--- src/hw/rtl/aps_pkg.sv ---
// Shared constants, types and the control word of the all-pairs shortest path block.
// Used by aps_cell and all_pairs_shortest_path_top; depends on nothing.
package aps_pkg;

  localparam int MAX_VERTICES = 64;
  localparam int VW = $clog2(MAX_VERTICES);  // vertex index width
  localparam int CW = VW + 1;                // count width, holds MAX_VERTICES
  localparam int DW = 27;                    // distance width
  localparam int WW = 20;                    // edge weight width
  localparam int CFG_W = 7;                  // vertex_count register width
  localparam logic [DW-1:0] NO_EDGE = DW'(99999);

  typedef enum logic [1:0] {
    ACT_CLEAR = 2'd0,
    ACT_EDGE  = 2'd1,
    ACT_RUN   = 2'd2,
    ACT_READ  = 2'd3
  } action_e;

  // Control word broadcast from the sequencer to every column cell
  typedef struct packed {
    logic [VW-1:0] raddr;       // row read in all cells
    logic          clr;         // clear write of row ext_addr in all cells
    logic          wr_edge;     // weight write into one column
    logic [VW-1:0] edge_col;    // column of the weight write
    logic [VW-1:0] ext_addr;    // row of a clear or weight write
    logic [DW-1:0] edge_wdata;  // weight, zero extended
    logic          load_row;    // capture row k from the read data
    logic          relax_we;    // relax row relax_addr
    logic [VW-1:0] relax_addr;
    logic [CW-1:0] ncols;       // active vertex count, columns at or above it hold
  } cell_ctl_t;

endpackage

--- src/hw/rtl/aps_ram.sv ---
// Generic single write, single read RAM with registered read data.
// No dependencies.
module aps_ram #(
  parameter int WIDTH = 8,
  parameter int DEPTH = 16
) (
  input  logic                     clk_i,
  input  logic                     we_i,
  input  logic [$clog2(DEPTH)-1:0] waddr_i,
  input  logic [WIDTH-1:0]         wdata_i,
  input  logic [$clog2(DEPTH)-1:0] raddr_i,
  output logic [WIDTH-1:0]         rdata_o
);

  logic [WIDTH-1:0] mem_q [DEPTH];
  logic [WIDTH-1:0] rdata_q;

  // write port and registered read port
  always_ff @(posedge clk_i) begin
    if (we_i) begin
      mem_q[waddr_i] <= wdata_i;
    end
    rdata_q <= mem_q[raddr_i];
  end

  assign rdata_o = rdata_q;

endmodule

--- src/hw/rtl/aps_cell.sv ---
// One column cell: holds column col_i of the distance matrix and relaxes it.
// Depends on aps_pkg and aps_ram.
module aps_cell (
  input  logic                   clk_i,
  input  logic [aps_pkg::VW-1:0] col_i,
  input  aps_pkg::cell_ctl_t     ctl_i,
  input  logic [aps_pkg::DW-1:0] piv_i,   // d[i][k] from the pivot column
  output logic [aps_pkg::DW-1:0] rdata_o
);

  logic [aps_pkg::DW-1:0] rowk_q;   // d[k][col]
  logic [aps_pkg::DW-1:0] cur_q;    // d[i][col], registered from the RAM output
  logic [aps_pkg::DW:0]   sum;
  logic                   upd;
  logic                   edge_hit;
  logic                   col_active;
  logic                   we;
  logic [aps_pkg::VW-1:0] waddr;
  logic [aps_pkg::DW-1:0] wdata;

  // capture the pivot row and the current entry
  always_ff @(posedge clk_i) begin
    cur_q <= rdata_o;
    if (ctl_i.load_row) begin
      rowk_q <= rdata_o;
    end
  end

  // path through k, one bit wider
  assign sum = {1'b0, piv_i} + {1'b0, rowk_q};
  assign upd = sum < {1'b0, cur_q};
  assign edge_hit = ctl_i.wr_edge && (ctl_i.edge_col == col_i);
  // only columns below the vertex count take part in a run
  assign col_active = ({1'b0, col_i} < ctl_i.ncols);

  // select the write source
  always_comb begin
    we    = 1'b0;
    waddr = ctl_i.relax_addr;
    wdata = sum[aps_pkg::DW-1:0];
    if (ctl_i.clr) begin
      we    = 1'b1;
      waddr = ctl_i.ext_addr;
      wdata = (ctl_i.ext_addr == col_i) ? '0 : aps_pkg::NO_EDGE;
    end else if (edge_hit) begin
      we    = 1'b1;
      waddr = ctl_i.ext_addr;
      wdata = ctl_i.edge_wdata;
    end else if (ctl_i.relax_we && upd && col_active) begin
      we    = 1'b1;
    end
  end

  aps_ram #(
    .WIDTH(aps_pkg::DW),
    .DEPTH(aps_pkg::MAX_VERTICES)
  ) u_ram (
    .clk_i  (clk_i),
    .we_i   (we),
    .waddr_i(waddr),
    .wdata_i(wdata),
    .raddr_i(ctl_i.raddr),
    .rdata_o(rdata_o)
  );

endmodule
--- config.mk ---
export PLATFORM = sky130hd
export DESIGN_NAME = aps_cell
export DESIGN_NICKNAME = d
export VERILOG_FILES = /design/src/hw/rtl/aps_pkg.sv /design/src/hw/rtl/aps_ram.sv /design/src/hw/rtl/aps_cell.sv
export SDC_FILE = /design/constraint.sdc
export NUM_CORES = 2
export LEC_CHECK = 0
export ABC_AREA = 0
export BUFFER_PORTS_ARGS = -buffer_cell sky130_fd_sc_hd__clkbuf_2
export CAP_MARGIN = 5
export CORE_MARGIN = 2
export CORE_UTILIZATION = 55
export DETAILED_ROUTE_END_ITERATION = 10
export GPL_ROUTABILITY_DRIVEN = 0
export PLACE_DENSITY_LB_ADDON = 0.25
export SLEW_MARGIN = 25
export SYNTH_ARGS = -nofsm -noshare
export SYNTH_HDL_FRONTEND = slang
export SYNTH_HIERARCHICAL = 1
export SYNTH_SLANG_ARGS = --single-unit
--- constraint.sdc ---
create_clock -name clk_i -period 9.2 [get_ports clk_i]
set_input_delay 0.92 -clock clk_i [delete_from_list [all_inputs] [get_ports clk_i]]
set_output_delay 0.92 -clock clk_i [all_outputs]
set_load 0.05 [all_outputs]
==> summary by stage <==
Global route
The number of global-route vias before repair is 34,900. The first global-routing pass estimated 248,000 um of wire. Entering global routing, the biggest net connects 119 pins. The total congestion overflow is 0. The number of antenna violations at the first check in global routing is 5.

Across every metal layer, demand over resource in global routing totals 26.3%.

Hold path
The startpoint identified for the worst hold timing path is u_ram/rdata_o[25]$_DFF_P_. The worst min-delay path category is reg2reg.

Clock network
For this design, the CTS-stage hold fixing added 0 buffers. The post-CTS repair timing setup buffer count is 0. The depth of the CTS H-tree is 4. The clock transition at the registers of the reported paths is 0.06 ns. The total CTS buffers is 174. The number of clock sinks is 1,809. TritonCTS built the clock tree. The root buffer cell chosen for the clock tree is clkbuf_16. No sink is reached through more buffers than the 3 on the longest clock path. For the worst-skew pair, the clock arrives at the later sink with an insertion delay of 0.79 ns. Once the clock tree was built, the resizer swapped 0 gates to a different size.

Place
The placed wire-length estimate after detailed placement is 100,000 um. The number of buffers inserted by port buffering is 122. The cell total after placement is 5,250.

Power
Total power for the finished layout comes to 17.9 mW. The proportion of total power due to net switching is 23.6%. The power density over the cells is 225 nW/um2. The sequential group share of total power is 53.0%.

The internal power of the cells totals 13.7 mW. The clock share of power is 37.7%. The combinational share of power is 9.3%. The net switching component of the power is 4.23 mW.

In this run the static leakage power is 26.2 nW. IR analysis of the VDD net gives a maximum drop of 0.183 mV.

Route
For this run, the detailed router's first-pass iteration total came to 6. In the routed design, unresolved DRC markers number 0. The routed design has 172,000 um of wire. The post-detailed-route wirelength per cell is 31.0 um.

The post-route antenna net violation count is 0. In the routed layout, each cell is associated on average with a via count of 6.43. The detailed router finished its first iteration with 4,962 violations. Across all layers, the routed design uses 35,800 vias.

Floorplan
123 I/O pins were placed. The starting density of the core is 55.6%. The die width is 364 um.

The die outline height is 364 um. After floorplanning, the core was sized to cover 128,000 um2. The die covers 132,000 um2. The number of standard-cell rows in the floorplan is 131.

Final layout
The proportion of layout cells with a drive suffix above 1 is 23.8%. The growth of design area from synthesis to finish is 11.9%. The final layout contains 3,855 nets. The count of non-filler cells in the finished layout is 5,568.

STA
The final clock skew is 0.0234 ns. Setup repair after global routing left no endpoint under its margin. The worst max-slew margin expressed relative to the limit is 21.7%. Static timing analysis puts the maximum clock frequency at 141 MHz. For the final routed database, the setup TNS stands at 0 ns.

Dividing the final minimum period by the clock period gives 77.0%. Setup violations remaining at the end of the flow were counted as 0. The number of failing hold endpoints at the final stage is 0. The count of final max-slew check failures came to 0.

The slew of the pin with the lowest slew margin is 1.16 ns. After layout, the minimum clock period comes to 7.09 ns.

Outcome
The flow ran to the end, and the final reports show no timing, DRC or antenna violations.

Worst setup path
By startpoint and endpoint, the worst setup path is classified as reg2reg. The endpoint class of the critical path is a flip-flop. The worst register-to-register path begins at rowk_q[9]$_DFFE_PP_. The maximum fanout count along the critical path is 27. The most critical setup path has its startpoint at rowk_q[9]$_DFFE_PP_. Data on the critical path arrives at its endpoint at 7.48 ns. STA classifies the critical path startpoint as a flip-flop. At the worst endpoint, the required time is 9.59 ns.

Synthesis
The largest area contributor in the synthesized netlist is edfxtp_1. During synthesis, Yosys emitted a total of 6 warnings. The synthesis-stage register bit count is 1,809. Of the synthesized area, sequential elements account for 75.6%. For this run, asynchronously set or reset flops after synthesis account for 0%.

Of the post-synthesis cell area, the dominant cell type holds 74.1%. The total standard cell area after synthesis is 71,100 um2. The number of enable flip-flop cells after synthesis is 1,755. The commonest register cell after synthesis is edfxtp_1.

The count of unique library cells instantiated by Yosys is 70. The post-synthesis average cell area is 20.3 um2. By area the synthesized netlist is led by edfxtp_1, mux4_2, mux2i_1.

Synthesis produced 3,504 cells. The net count of the mapped netlist is 3,659.

Run
Across the run, the number of max-cap violations was 0.
## critical path, stage by stage (launching register included)
cell and delay (ns):
edfxtp_1 0.42, ha_1 0.41, a21oi_1 0.23, o21ai_0 0.17
a2111oi_0 0.72, a21oi_1 0.17, xor2_1 0.25, ha_1 0.31
a21oi_1 0.21, o211ai_1 0.11, a211oi_1 0.30, o211ai_1 0.14
a221o_1 0.29, o31ai_2 0.68, nor2b_1 0.37, nand3_1 0.80
nor2_4 1.08
## cells in the mapped netlist, types with 4 or more instances
cell type,count
a211oi_1,7
a21boi_0,4
a21o_1,30
a21oi_1,34
a221o_1,5
a22o_1,7
a22oi_1,100
a311oi_1,6
a31oi_1,59
and2_1,5
and3_1,25
and4_1,4
buf_1,14
buf_2,55
buf_4,42
buf_6,12
clkbuf_1,68
clkbuf_8,4
dfxtp_1,54
edfxtp_1,1755
ha_1,58
inv_1,34
mux2i_1,281
mux4_2,344
nand2_1,56
nand2b_1,8
nand3_1,16
nand3b_1,6
nand4_1,13
nor2_1,108
nor2b_1,7
nor3_1,9
o211ai_1,11
o21ai_0,74
o22ai_1,73
o31ai_1,27
or2_2,5
or3_1,4
xnor2_1,13
xor2_1,18
## routing by layer
| metal | global-route usage (%) | part of all wire (%) |
|---|---|---|
| met3 | 4.66 | 8.9 |
| met2 | 41.7 | 48 |
| met4 | 9.39 | 3.5 |
| met5 | 0 | 0.0041 |
| met1 | 37.3 | 40 |
## cell families (layout without fill, tap and decap cells)
logic type               after synthesis  in the layout  share of synthesized area [%]
buffers and inverters                229            563                           1.71
other                                  0              1                              0
AO/OA/AOI/OAI                        466            466                           4.41
XOR/XNOR                              31             31                          0.382
adder cells (fa/ha/maj)               59             59                           1.05
multiplexers                         625            625                           14.8
flip-flops                          1809           1809                           75.6
AND/OR/NAND/NOR                      285            285                           2.01
## path summary, 6_finish.rpt
kind | to | slack [ns] | depth (start not counted)
min reg2reg | cur_q[25]$_DFF_P_ | 0.37 | 0
max reg2reg | u_ram/mem_q[46][0]$_DFFE_PP_ | 2.11 | 16
max | u_ram/mem_q[46][0]$_DFFE_PP_ | 2.11 | 16
min | cur_q[25]$_DFF_P_ | 0.37 | 0
## flip-flops by register name, summed over array words and instances (netlist names)
register and flops:
u_ram/rdata_o 27, u_ram/mem_q 1728, cur_q 27, rowk_q 27
## power by group through the flow
stage               combinational (mW)  clock [mW]  sequential, mW
finish                            1.66        6.76            9.51
global route                      1.76        7.19            9.51
CTS                               1.65        6.85            9.51
detailed placement                1.65           0            9.68
global placement                  1.62           0            9.68
floorplan                        0.899           0            9.74
## through the flow
stage | setup slack (ns) | util [%] | hold WS, ns | instance area [um2]
after floorplan | 1.97 | - | 0.599 | 71100
after global placement | 1.58 | 57.9 | 0.356 | 74200
after detailed placement | 1.42 | 57.9 | 0.363 | 74200
after CTS | 1.99 | 62.1 | 0.371 | 79500
after global routing | 1.91 | 62.2 | 0.377 | 79600
final | 2.11 | 62.2 | 0.369 | 79600
## layout make-up
| cell class | instances | area, um2 |
|---|---|---|
| sequential | 1809 | 53800 |
| fill | 8667 | 48400 |
| multi-input combinational | 1466 | 16700 |
| clock buffer | 222 | 4680 |
| tap | 1729 | 2160 |
| timing repair buffer | 215 | 1440 |
| clock inverter | 92 | 699 |
| inverter | 34 | 128 |
| antenna | 1 | 2.50 |
## placed cells by master (no fill, tap or decap), types with 15 or more instances in the layout
cell type	instances
edfxtp_1	1755
mux4_2	344
mux2i_1	281
clkbuf_16	178
clkbuf_2	118
a22oi_1	100
buf_4	86
o22ai_1	73
o21ai_0	69
a31oi_1	59
ha_1	58
nand2_1	55
dfxtp_1	54
nor2_4	47
clkinv_1	42
nor2_1	41
clkbuf_1	38
a21oi_1	34
inv_1	34
a21o_1	30
and3_1	25
clkinv_2	25
nor2_2	20
o31ai_1	19
xor2_1	18
nand3_1	15
Power figures use the tool's default switching activity.
